File: src/hdl/lfre_pkg.sv
package lfre_pkg;

  localparam int FUNC_W     = 2;
  localparam int CHAN_W     = 3;
  localparam int VAL_W      = 16;
  localparam int CNT_W      = 16;
  localparam int STEP_W     = 16;
  localparam int PROD_W     = CNT_W + VAL_W;
  localparam int DIV_CNT_W  = $clog2(PROD_W);
  localparam int CFG_IDX_W  = 2;
  localparam int CFG_DATA_W = 16;

  localparam logic [CNT_W-1:0]  CNT_MAX = {CNT_W{1'b1}};

  localparam logic [CFG_IDX_W-1:0] CFG_FADE_STEPS = 2'd0;
  localparam logic [CFG_IDX_W-1:0] CFG_CONST_TIME = 2'd1;
  localparam logic [CFG_IDX_W-1:0] CFG_MAX_LEVEL  = 2'd2;

  localparam logic [STEP_W-1:0] FADE_STEPS_RST = 16'd40;
  localparam logic [VAL_W-1:0]  MAX_LEVEL_RST  = 16'd100;

  typedef enum logic [FUNC_W-1:0] {
    FN_SET  = 2'd0,
    FN_JUMP = 2'd1,
    FN_STOP = 2'd2,
    FN_TICK = 2'd3
  } func_e;

  typedef enum logic [2:0] {
    S_IDLE,
    S_READ,
    S_START,
    S_DIV,
    S_ADD,
    S_WB,
    S_OUT
  } state_e;

endpackage

File: src/hdl/lfre_if.sv
interface lfre_in_if import lfre_pkg::*; ();
  logic              valid;
  logic              ready;
  logic [FUNC_W-1:0] func;
  logic [CHAN_W-1:0] channel;
  logic [VAL_W-1:0]  value;

  modport source (output valid, func, channel, value, input ready);
  modport sink   (input valid, func, channel, value, output ready);
endinterface

interface lfre_out_if import lfre_pkg::*; ();
  logic              valid;
  logic              ready;
  logic [CHAN_W-1:0] out_channel;
  logic [VAL_W-1:0]  level;
  logic [VAL_W-1:0]  target;
  logic              changed;
  logic              fading;
  logic              rising;

  modport source (output valid, out_channel, level, target, changed, fading, rising,
                  input ready);
  modport sink   (input valid, out_channel, level, target, changed, fading, rising,
                  output ready);
endinterface

File: src/hdl/lfre_div.sv
module lfre_div import lfre_pkg::*; (
  input  logic              clk_i,
  input  logic              rst_ni,
  input  logic              start_i,
  input  logic [PROD_W-1:0] dividend_i,
  input  logic [STEP_W-1:0] divisor_i,
  output logic              done_o,
  output logic [PROD_W-1:0] quotient_o
);

  logic [STEP_W-1:0]    rem_q, rem_d;
  logic [PROD_W-1:0]    quo_q, quo_d;
  logic [DIV_CNT_W-1:0] cnt_q;
  logic                 busy_q, done_q;
  logic [STEP_W:0]      shifted;
  logic [STEP_W:0]      trial;
  logic                 fits;

  // one quotient bit per cycle, restoring
  always_comb begin
    shifted = {rem_q, quo_q[PROD_W-1]};
    trial   = shifted - {1'b0, divisor_i};
    fits    = shifted >= {1'b0, divisor_i};
    rem_d   = fits ? trial[STEP_W-1:0] : shifted[STEP_W-1:0];
    quo_d   = {quo_q[PROD_W-2:0], fits};
  end

  always_ff @(posedge clk_i or negedge rst_ni) begin
    if (!rst_ni) begin
      busy_q <= 1'b0;
      done_q <= 1'b0;
      cnt_q  <= '0;
    end else begin
      done_q <= 1'b0;
      if (start_i) begin
        busy_q <= 1'b1;
        cnt_q  <= '0;
      end else if (busy_q) begin
        cnt_q <= cnt_q + 1'b1;
        if (cnt_q == DIV_CNT_W'(PROD_W - 1)) begin
          busy_q <= 1'b0;
          done_q <= 1'b1;
        end
      end
    end
  end

  always_ff @(posedge clk_i) begin
    if (start_i) begin
      rem_q <= '0;
      quo_q <= dividend_i;
    end else if (busy_q) begin
      rem_q <= rem_d;
      quo_q <= quo_d;
    end
  end

  assign done_o     = done_q;
  assign quotient_o = quo_q;

endmodule

File: src/hdl/led_fade_ramp_engine_core.sv
// Set, jump and stop items, and ticks on a settled channel, go from the read state straight
// to output; a fading tick first passes the start, divide, add and write-back states.
// One item at a time; a new item is taken once the previous result is loaded into the
// output register, which waits while the output still holds an unaccepted result.
// Reset: asynchronous, active low; channel state reads as zero through per-entry valid bits,
// registers return to fade_steps 40, const_time 0, max_level 100.
module led_fade_ramp_engine_core import lfre_pkg::*; #(
  parameter int CHANNELS   = 8,
  parameter int LEVEL_BITS = 16
) (
  input  logic                  clk_i,
  input  logic                  rst_ni,
  lfre_in_if.sink               in_i,
  lfre_out_if.source            out_o,
  input  logic                  cfg_we_i,
  input  logic [CFG_IDX_W-1:0]  cfg_idx_i,
  input  logic [CFG_DATA_W-1:0] cfg_data_i
);

  localparam int CH_AW = (CHANNELS > 1) ? $clog2(CHANNELS) : 1;
  localparam int EXT_W = PROD_W + 2;
  localparam logic [VAL_W-1:0] LEVEL_MAX = VAL_W'((32'd1 << LEVEL_BITS) - 32'd1);
  localparam logic [6:0]       CH_LIM    = 7'(CHANNELS);

  typedef struct packed {
    logic [LEVEL_BITS-1:0] tgt;
    logic [LEVEL_BITS-1:0] cur;
    logic [LEVEL_BITS-1:0] st;
    logic [CNT_W-1:0]      cnt;
  } entry_t;

  state_e state_q, state_d;

  // configuration
  logic [STEP_W-1:0] fade_steps_q;
  logic              const_time_q;
  logic [VAL_W-1:0]  max_level_q;

  always_ff @(posedge clk_i or negedge rst_ni) begin
    if (!rst_ni) begin
      fade_steps_q <= FADE_STEPS_RST;
      const_time_q <= 1'b0;
      max_level_q  <= MAX_LEVEL_RST;
    end else if (cfg_we_i) begin
      case (cfg_idx_i)
        CFG_FADE_STEPS: fade_steps_q <= cfg_data_i[STEP_W-1:0];
        CFG_CONST_TIME: const_time_q <= cfg_data_i[0];
        CFG_MAX_LEVEL:  max_level_q  <= cfg_data_i[VAL_W-1:0];
        default: ;
      endcase
    end
  end

  // item registers
  func_e             func_q;
  logic [CHAN_W-1:0] chan_q;
  logic [VAL_W-1:0]  val_q;
  logic              oor;
  logic              in_take;

  assign in_take = in_i.valid && in_i.ready;
  assign oor     = 7'(chan_q) >= CH_LIM;

  // channel state memory
  entry_t             mem_q [CHANNELS];
  entry_t             rd_data_q;
  logic               rd_valid_q;
  logic [CHANNELS-1:0] valid_q;
  logic [CH_AW-1:0]   rd_idx, wr_idx;
  logic               mem_we;
  entry_t             wr_data;
  entry_t             ent;

  assign rd_idx = CH_AW'(in_i.channel);
  assign wr_idx = CH_AW'(chan_q);
  assign ent    = rd_valid_q ? rd_data_q : '0;

  always_ff @(posedge clk_i) begin
    if (mem_we) begin
      mem_q[wr_idx] <= wr_data;
    end
    rd_data_q <= mem_q[rd_idx];
  end

  always_ff @(posedge clk_i or negedge rst_ni) begin
    if (!rst_ni) begin
      valid_q    <= '0;
      rd_valid_q <= 1'b0;
    end else begin
      if (mem_we) begin
        valid_q[wr_idx] <= 1'b1;
      end
      rd_valid_q <= valid_q[rd_idx];
    end
  end

  // set, jump and stop update straight from the read entry
  entry_t           upd;
  logic [VAL_W-1:0] lim, valc, jmp, tgt16, cur16, st16;

  always_comb begin
    logic restart;
    restart = 1'b0;
    tgt16   = VAL_W'(ent.tgt);
    cur16   = VAL_W'(ent.cur);
    st16    = VAL_W'(ent.st);
    lim     = (max_level_q < LEVEL_MAX) ? max_level_q : LEVEL_MAX;
    valc    = (val_q > lim) ? lim : val_q;
    jmp     = (val_q > LEVEL_MAX) ? LEVEL_MAX : val_q;
    upd     = ent;
    unique case (func_q)
      FN_SET: begin
        if (val_q != tgt16) begin
          if (cur16 != tgt16) begin
            if (!const_time_q) begin
              // same direction beyond the current level: retarget only
              if ((st16 < tgt16 && cur16 < valc) || (st16 > tgt16 && cur16 > valc)) begin
                upd.tgt = LEVEL_BITS'(valc);
              end else begin
                restart = 1'b1;
              end
            end
          end else begin
            restart = 1'b1;
          end
        end
        if (restart) begin
          upd.tgt = LEVEL_BITS'(valc);
          upd.st  = ent.cur;
          upd.cnt = CNT_W'(1);
        end
      end
      FN_JUMP: begin
        upd.tgt = LEVEL_BITS'(jmp);
        upd.cur = LEVEL_BITS'(jmp);
      end
      FN_STOP: upd.tgt = ent.cur;
      default: ;
    endcase
  end

  // tick preparation: direction and span magnitude
  logic              tick_idle, tick_rising, tick_neg;
  logic [VAL_W:0]    diff_up, diff, span;
  logic [VAL_W-1:0]  span_mag;

  always_comb begin
    tick_idle   = ent.cur == ent.tgt;
    tick_rising = ent.cur < ent.tgt;
    diff_up     = {1'b0, tgt16} - {1'b0, st16};
    diff        = tick_rising ? diff_up : (~diff_up + 1'b1);
    span        = const_time_q ? diff : {1'b0, max_level_q};
    tick_neg    = span[VAL_W];
    span_mag    = tick_neg ? VAL_W'(~span + 1'b1) : span[VAL_W-1:0];
  end

  entry_t           ent_q;
  logic             rising_q, add_q;
  logic [VAL_W-1:0] mag_q;

  // multiply, then divide by the step count
  logic [PROD_W-1:0] prod, quo;
  logic [STEP_W-1:0] steps_eff;
  logic              div_start, div_done;

  assign prod      = PROD_W'(ent_q.cnt) * PROD_W'(mag_q);
  assign steps_eff = (fade_steps_q == '0) ? STEP_W'(1) : fade_steps_q;
  assign div_start = state_q == S_START;

  lfre_div u_div (
    .clk_i      (clk_i),
    .rst_ni     (rst_ni),
    .start_i    (div_start),
    .dividend_i (prod),
    .divisor_i  (steps_eff),
    .done_o     (div_done),
    .quotient_o (quo)
  );

  logic signed [EXT_W-1:0] nv_q, st_ext, q_ext, tgt_ext, cur_ext, clamp;
  logic                    moved;
  logic [LEVEL_BITS-1:0]   new_cur;
  entry_t                  wb_entry;

  always_comb begin
    st_ext  = $signed({{(EXT_W-LEVEL_BITS){1'b0}}, ent_q.st});
    q_ext   = $signed({2'b00, quo});
    tgt_ext = $signed({{(EXT_W-LEVEL_BITS){1'b0}}, ent_q.tgt});
    cur_ext = $signed({{(EXT_W-LEVEL_BITS){1'b0}}, ent_q.cur});
    // never step past the target, never step away from it
    if (rising_q) begin
      clamp = (nv_q > tgt_ext) ? tgt_ext : nv_q;
      moved = clamp > cur_ext;
    end else begin
      clamp = (nv_q < tgt_ext) ? tgt_ext : nv_q;
      moved = clamp < cur_ext;
    end
    new_cur      = moved ? clamp[LEVEL_BITS-1:0] : ent_q.cur;
    wb_entry     = ent_q;
    wb_entry.cur = new_cur;
    wb_entry.cnt = (ent_q.cnt == CNT_MAX) ? ent_q.cnt : ent_q.cnt + 1'b1;
  end

  assign wr_data = (state_q == S_WB) ? wb_entry : upd;

  // result and output registers
  logic [LEVEL_BITS-1:0] res_level_q, res_target_q;
  logic                  res_changed_q;
  logic                  out_valid_q, out_load, out_free;

  assign out_free = !out_valid_q || out_o.ready;

  // next state
  always_comb begin
    state_d = state_q;
    unique case (state_q)
      S_IDLE:  if (in_i.valid) state_d = S_READ;
      S_READ:  state_d = (!oor && func_q == FN_TICK && !tick_idle) ? S_START : S_OUT;
      S_START: state_d = S_DIV;
      S_DIV:   if (div_done) state_d = S_ADD;
      S_ADD:   state_d = S_WB;
      S_WB:    state_d = S_OUT;
      S_OUT:   if (out_free) state_d = S_IDLE;
      default: state_d = S_IDLE;
    endcase
  end

  // control outputs
  always_comb begin
    in_i.ready = 1'b0;
    mem_we     = 1'b0;
    out_load   = 1'b0;
    unique case (state_q)
      S_IDLE:  in_i.ready = 1'b1;
      S_READ:  mem_we = !oor && func_q != FN_TICK;
      S_WB:    mem_we = 1'b1;
      S_OUT:   out_load = out_free;
      default: ;
    endcase
  end

  always_ff @(posedge clk_i or negedge rst_ni) begin
    if (!rst_ni) begin
      state_q     <= S_IDLE;
      out_valid_q <= 1'b0;
    end else begin
      state_q <= state_d;
      if (out_load) begin
        out_valid_q <= 1'b1;
      end else if (out_o.ready) begin
        out_valid_q <= 1'b0;
      end
    end
  end

  always_ff @(posedge clk_i) begin
    if (in_take) begin
      func_q <= func_e'(in_i.func);
      chan_q <= in_i.channel;
      val_q  <= in_i.value;
    end
    unique case (state_q)
      S_READ: begin
        ent_q    <= ent;
        rising_q <= tick_rising;
        add_q    <= tick_rising ^ tick_neg;
        mag_q    <= span_mag;
        if (oor) begin
          res_level_q   <= '0;
          res_target_q  <= '0;
          res_changed_q <= 1'b0;
        end else begin
          res_level_q   <= upd.cur;
          res_target_q  <= upd.tgt;
          res_changed_q <= func_q == FN_JUMP;
        end
      end
      S_ADD: nv_q <= add_q ? (st_ext + q_ext) : (st_ext - q_ext);
      S_WB: begin
        res_level_q   <= new_cur;
        res_target_q  <= ent_q.tgt;
        res_changed_q <= moved;
      end
      default: ;
    endcase
    if (out_load) begin
      out_o.out_channel <= chan_q;
      out_o.level       <= VAL_W'(res_level_q);
      out_o.target      <= VAL_W'(res_target_q);
      out_o.changed     <= res_changed_q;
      out_o.fading      <= res_level_q != res_target_q;
      out_o.rising      <= res_level_q < res_target_q;
    end
  end

  assign out_o.valid = out_valid_q;

endmodule

File: src/flat_wrapper.sv
// flat-port wrapper written by rule: the top's interface ports become plain ports
module led_fade_ramp_engine_core_flat import lfre_pkg::*;
#(
  parameter int CHANNELS   = 8,
  parameter int LEVEL_BITS = 16
)
  (clk_i, rst_ni, cfg_we_i, cfg_idx_i, cfg_data_i, in_i_valid, in_i_func, in_i_channel, in_i_value, in_i_ready, out_o_valid, out_o_out_channel, out_o_level, out_o_target, out_o_changed, out_o_fading, out_o_rising, out_o_ready);
  lfre_in_if in_i_i ();
  lfre_out_if out_o_i ();
  input  logic clk_i;
  input  logic rst_ni;
  input  logic cfg_we_i;
  input  logic [CFG_IDX_W-1:0] cfg_idx_i;
  input  logic [CFG_DATA_W-1:0] cfg_data_i;
  input wire logic [$bits(in_i_i.valid)-1:0] in_i_valid;
  input wire logic [$bits(in_i_i.func)-1:0] in_i_func;
  input wire logic [$bits(in_i_i.channel)-1:0] in_i_channel;
  input wire logic [$bits(in_i_i.value)-1:0] in_i_value;
  output wire logic [$bits(in_i_i.ready)-1:0] in_i_ready;
  output wire logic [$bits(out_o_i.valid)-1:0] out_o_valid;
  output wire logic [$bits(out_o_i.out_channel)-1:0] out_o_out_channel;
  output wire logic [$bits(out_o_i.level)-1:0] out_o_level;
  output wire logic [$bits(out_o_i.target)-1:0] out_o_target;
  output wire logic [$bits(out_o_i.changed)-1:0] out_o_changed;
  output wire logic [$bits(out_o_i.fading)-1:0] out_o_fading;
  output wire logic [$bits(out_o_i.rising)-1:0] out_o_rising;
  input wire logic [$bits(out_o_i.ready)-1:0] out_o_ready;
  assign in_i_i.valid = in_i_valid;
  assign in_i_i.func = in_i_func;
  assign in_i_i.channel = in_i_channel;
  assign in_i_i.value = in_i_value;
  assign in_i_ready = in_i_i.ready;
  assign out_o_valid = out_o_i.valid;
  assign out_o_out_channel = out_o_i.out_channel;
  assign out_o_level = out_o_i.level;
  assign out_o_target = out_o_i.target;
  assign out_o_changed = out_o_i.changed;
  assign out_o_fading = out_o_i.fading;
  assign out_o_rising = out_o_i.rising;
  assign out_o_i.ready = out_o_ready;
  led_fade_ramp_engine_core #(.CHANNELS(CHANNELS), .LEVEL_BITS(LEVEL_BITS)) u_core (.clk_i(clk_i), .rst_ni(rst_ni), .in_i(in_i_i), .out_o(out_o_i), .cfg_we_i(cfg_we_i), .cfg_idx_i(cfg_idx_i), .cfg_data_i(cfg_data_i));
endmodule
File: config.mk
export PLATFORM = sky130hd
export DESIGN_NAME = led_fade_ramp_engine_core_flat
export DESIGN_NICKNAME = d
export VERILOG_FILES = /design/src/hdl/lfre_pkg.sv /design/src/hdl/lfre_if.sv /design/src/hdl/lfre_div.sv /design/src/hdl/led_fade_ramp_engine_core.sv /design/src/flat_wrapper.sv
export SDC_FILE = /design/constraint.sdc
export NUM_CORES = 2
export LEC_CHECK = 0
export BUFFER_PORTS_ARGS = -buffer_cell sky130_fd_sc_hd__buf_2
export CORE_ASPECT_RATIO = 0.75
export CORE_MARGIN = 2
export CORE_UTILIZATION = 45
export DETAILED_ROUTE_END_ITERATION = 6
export HOLD_SLACK_MARGIN = 0.05
export PLACE_DENSITY_LB_ADDON = 0.2
export SYNTH_ARGS = -nofsm -noshare
export SYNTH_HDL_FRONTEND = slang
export SYNTH_SLANG_ARGS = --single-unit
File: constraint.sdc
create_clock -name clk_i -period 8.5 [get_ports clk_i]
set_input_delay 0.85 -clock clk_i [delete_from_list [all_inputs] [get_ports clk_i]]
set_output_delay 0.85 -clock clk_i [all_outputs]
set_load 0.005 [all_outputs]
# Word level (Yosys, flattened, before mapping)
# Memories as Yosys holds them, arrays and structs flattened. A register that Yosys moved wholly into a read port is not among the register bits.
# Index checks and enable logic that the tools add are counted.
# classes
n_mul,1
n_mux,60
n_bitwise,4
reduce_logical,20
addsub,8
magnitude_cmp,17
n_eq_ne,21
# ops
operator,count
$mux W16,15
$mux W32,4
$mux W64,2
$mux W34,3
$gt A34 B17 Y1,2
$lt A34 B17 Y1,2
$lt A16 B16 Y1,4
$pmux W16 S2,2
$gt A16 B16 Y1,3
$ne A16 B16 Y1,3
$pmux W16 S3,1
$mux W17,2
$add A16 B32 Y33,1
$sub A16 B32 Y33,1
$add A16 B1 Y16 const B,2
$mul A16 B16 Y32,1
$pmux W3 S7,1
$mux W1,20
$add A17 B1 Y17 const B,1
$ge A17 B16 Y1,1
$not A17 Y17,1
$sub A16 B16 Y17,1
$eq A16 B16 Y1,1
$eq A16 B16 Y1 const B,1
other kinds (31),56
# totals
inputBits,44
n_memories,1
regBits,309
ram_bits,512
wordCells,164
# mem_list
name,depth,width,rd,rd_clocked_by_memory_dff,wr,line_no,rtl
u_core.mem_q,8,64,1,1,1,led_fade_ramp_engine_core.sv:65,entry_t mem_q [CHANNELS];

# Depth between registers and ports, before layout
# depth
word_depth,15
depth_mapped,31
mapped_depth_nobuf,28

# By module
# A second synthesis with hierarchy kept.
# hier_totals
cells_unflattened,3974
area_unflattened_um2,50593.5
# modules_own_cells
mod,n_inst,cells_per_inst,area_each_um2
led_fade_ramp_engine_core,1,3672,47332.9
lfre_div,1,302,3260.6

# Least setup slack after synthesis
# OpenSTA, ideal clock, no wires.
# synth_timing
kind,flip-flop to flip-flop
start,register u_core.state_q[1]
end,register u_core.valid_q[1]
synth_period_minus_slack_ns,6.929
n_path_buf,1
setup_time_ns,0.092
stages_incl_launch_ff,6
t_arrival_ns,6.837
slack_ns,1.571
path_cell_list,dfrtp_1 -> nor2b_1 -> clkbuf_1 -> o211ai_1 -> nor3_1 -> or2_2
# synth_between
elab_chain_len,2
word_cells_on_any_way,3
classes_between,eq/ne: 2; mux: 1
# synth_lines
item,line_no,rtl
start: declaration,led_fade_ramp_engine_core.sv:32,"state_e state_q, state_d;"
start signal: assignment,led_fade_ramp_engine_core.sv:247,state_q <= state_d;
$eq A3 B3 Y1 / $eq A3 B1 Y1 (equally long branches),led_fade_ramp_engine_core.sv:233,unique case (state_q)
$pmux W1 S2 (*),led_fade_ramp_engine_core.sv:233,
end signal: assignment,led_fade_ramp_engine_core.sv:87,valid_q <= '0;
end signal: indexed assignment,led_fade_ramp_engine_core.sv:91,valid_q[wr_idx] <= 1'b1;
end: declaration,led_fade_ramp_engine_core.sv:68,logic [CHANNELS-1:0] valid_q;
# Every way passes the cells marked *; elsewhere a longest branch is shown, timed or not.
# A chain may end at the register's enable or synchronous reset.

# Worst setup path after layout
# layout_timing
start,register u_core.ent_q[8] in the netlist's numbering
end,register u_core.u_div.quo_q[27] (netlist: u_core.u_div.quotient_o[27]) (data pin)
# layout_between
elab_chain_len,2
# layout_lines
item,line_no,rtl
start: declaration,led_fade_ramp_engine_core.sv:157,entry_t ent_q;
start signal: assignment,led_fade_ramp_engine_core.sv:264,ent_q <= ent;
$mul A16 B16 Y32,led_fade_ramp_engine_core.sv:166,assign prod = PROD_W'(ent_q.cnt) * PROD_W'(mag_q);
$mux W32,lfre_div.sv:49,if (start_i) begin
end signal: assignment,lfre_div.sv:51,quo_q <= dividend_i;
end signal: assignment,lfre_div.sv:54,quo_q <= quo_d;
end: declaration,lfre_div.sv:12,"logic [PROD_W-1:0] quo_q, quo_d;"
# No other way between the ends.

==> results.md <==
* DP HPWL at 92.7 mm
* CTS max path bufs at 3
* Post-synth cell types at 81
* Cell taking the most area after synthesis: edfxtp_1
* Slew headroom at 10.9%
* Placer Congestion at 0.936
* Total number of vias at 31200
* Critical Path Start Type: flop
* Global-route wire length before repair at 199 mm
* Core footprint at 0.110 mm2
* Initial drt markers at 3012
* Crit path time final at 7.38 ns
* Achievable frequency at 136 MHz
* Area contributors post-synth: edfxtp_1 (45%), fa_1 (7.9%), ha_1 (7.1%)
* Cts repair resizes at 0
* Yosys warns at 0
* CP Capture Type: flop
* Placed Area at 0.0521 mm2
* Root buf cell: clkbuf_16
* Routed wire length at 130 mm
* Routed WL per cell at 23.4 um
* Fraction of the cycle the final worst path needs at 86.8%
* Initial Utilization at 45.5%
* Initial antenna violation count at 3
* Post-synth EDFFs at 752
* Status: completed
* Largest net degree at the start of global routing at 75
* CTS H-Tree Depth at 3
* Clock latency on the worst-skew pair at 0.71 ns
* CTS clk-pin slew, worst paths at 0.06 ns
* Max-slew violations at 0
* Synthesized area per cell at 12.5 um2
* CP Max Fanout at 19
* Fin area at 0.0551 mm2
* RSZ-0062 raised after global routing: false
* Num CTS Buffers at 88
* DRC violations left at 0
* Max_cap viols at 0
* Nets@finish at 4569
* Row Count at 105
* Crit path kind: reg -> reg
* Sum of negative setup slack at 0 ns
* Final setup viols at 0
* Area delta synth->final at 10.5%
* Post-route ant nets at 0
* Seq/Total Area, Yosys at 51.1%
* Die W at 388 um
* CTS sink cnt at 885
* Routed vias/inst at 5.61
* Gr usage total at 23.2%
* Most used DFF post-synth: edfxtp_1
* Fillers at 9458
* Postcts setup bufs at 0
* CTS Hold Buffers Added at 0
* Worst Hold Class: in -> async
* Number of global-route vias before repair at 31300
* First drt pass iteration count at 6
* Count of input and output buffers at 83
* Top cell type's share of synthesized area at 45.3%
* Die height at 292 um
* Asr flop ratio synth at 5.99%
* Layout cells sized above 1 at 14.4%
* I/O pins at 84
* Yosys reg bits at 885
* Critical Path RT at 8.91 ns
* Synthesized cell area at 0.0499 mm2
* Die area at 0.114 mm2
* CTS tree: built
* Worst-margin pin slew at 1.32 ns
* Arr. time, crit path at 7.79 ns
* Final Hold Vio Count at 0
* Global route total overflow at 0
* Synth Net Count at 4506
* Final clock skew at 0.0297 ns
* Synth Instances at 3979
==> cell families after synthesis <==
logic type / after synthesis / share of synthesized area (%)
AO/OA/AOI/OAI: 610 / 7.77
XOR/XNOR: 125 / 2.19
adder cells (fa/ha/maj): 483 / 15.1
buffers and inverters: 590 / 4.46
flip-flops: 885 / 51.1
multiplexers: 337 / 10.3
AND/OR/NAND/NOR: 949 / 9.03
==> layer usage <==
metal | up-vias | GRT usage (%) | share of wire [%]
met2 | 962 | 33.2 | 42
met3 | 161 | 5.73 | 7.7
met4 | 2 | 6.33 | 2.7
li1 | 14400 | - | -
met5 | - | 0 | 0.010
met1 | 15700 | 35.1 | 47
==> sequential cells by signal (all words and copies together), names as in the netlist, 3 cells and up <==
signal	flops
u_core.fade_steps_q	16
u_core.res_level_q	16
u_core.mem_q	512
u_core.out_o.target	16
u_core.u_div.cnt_q	5
u_core.val_q	16
u_core.state_q	3
u_core.valid_q	8
u_core.mag_q	16
u_core.rd_data_q	64
u_core.cur_ext	16
u_core.out_o.level	16
u_core.chan_q	3
u_core.out_o.out_channel	3
u_core.res_target_q	16
u_core.nv_q	34
u_core.u_div.quotient_o	32
u_core.max_level_q	16
u_core.ent_q	48
u_core.u_div.rem_q	16
==> Yosys cell counts, types with 26 or more instances <==
library cell / count
dfrtp_1: 48
buf_1: 26
fa_1: 198
a21o_1: 49
mux4_2: 130
mux2_2: 119
o211ai_1: 30
nand2b_1: 32
o21ai_0: 196
and2_1: 105
nand2_1: 437
nor2_1: 132
clkbuf_1: 148
nand3_1: 47
mux2i_1: 88
o21a_1: 33
nor2b_1: 30
a21oi_1: 131
xor2_1: 55
nand4_1: 35
xnor2_1: 70
ha_1: 285
inv_1: 412
dfxtp_1: 80
edfxtp_1: 752
nor3_1: 30
==> stage by stage <==
| stage | setup slack (ns) | utilization [%] | std cells | hold slack [ns] |
|---|---|---|---|---|
| after detailed placement | 1.22 | 47.5 | 5396 | 0.405 |
| after floorplan | 1.57 | - | 3979 | 0.400 |
| after global placement | 1.31 | 47.5 | 5396 | 0.413 |
| after CTS | 1.14 | 50.3 | 5562 | 0.276 |
| final | 1.12 | 50.3 | 5563 | 0.311 |
| after global routing | 0.620 | 50.3 | 5562 | 0.273 |
==> area by class of cell <==
class / count / area (um2) / share of cell area [%]
clock buffer: 119 / 2400 / 4.35
inverter: 414 / 1550 / 2.82
clock inverter: 47 / 622 / 1.13
tap: 1444 / 1810 / 3.28
timing repair buffer: 149 / 942 / 1.71
antenna: 1 / 2.50 / 0.00454
multi-input combinational: 2504 / 22300 / 40.4
sequential: 885 / 25500 / 46.3
==> layout by cell type, fill, tap and decap left out, types with 35 or more instances in the layout <==
cell       netlist  layout
xnor2_1         70      70
fa_1           198     198
mux2_2         119     119
nand2_1        437     435
buf_4            0      66
clkbuf_16        0      88
edfxtp_1       752     752
o21ai_0        196     196
a21o_1          49      49
dfxtp_1         80      80
a21oi_1        131     131
dfrtp_1         48      47
nand3_1         47      47
ha_1           285     285
mux4_2         130     130
and2_1         105     105
buf_2            1      80
xor2_1          55      55
mux2i_1         88      88
nor2_1         132     126
nand4_1         35      35
inv_1          412     412
==> worst paths after layout <==
check / end / cells past startpoint / slack, ns / from
worst min register to register: u_core.out_o.changed / 0 / 0.42 / u_core.res_changed_q
max in group asynchronous: u_core.rd_valid_q / 2 / 7.59 / rst_ni
worst max-delay path: u_core.u_div.quotient_o[27] / 24 / 1.12 / u_core.ent_q[8]
worst min-delay path: u_core.fade_steps_q[13] / 2 / 0.31 / rst_ni
worst max register to register: u_core.u_div.quotient_o[27] / 24 / 1.12 / u_core.ent_q[8]
min in group clk_i: u_core.func_q[0] / 1 / 0.31 / in_i_func[0]
==> worst max-delay path, cell delays in order (launching register included) <==
cell and delay, ns:
edfxtp_1 0.83, nand2_1 0.17, fa_1 0.57, inv_1 0.06, fa_1 0.53, inv_1 0.06, fa_1 0.50, inv_1 0.05
fa_1 0.51, inv_1 0.07, fa_1 0.55, inv_1 0.06, fa_1 0.48, ha_1 0.40, a21o_1 0.19, a21o_1 0.17
a21oi_1 0.18, o22ai_1 0.10, a41oi_1 0.42, o21ai_0 0.27, a21boi_0 0.34, o21ai_0 0.13, a21oi_1 0.20, xor2_1 0.15
o21ai_0 0.08
Power is left out: the tool's default activity adds up to more than one toggle a clock period on the data nets, which glitch-free logic cannot reach.
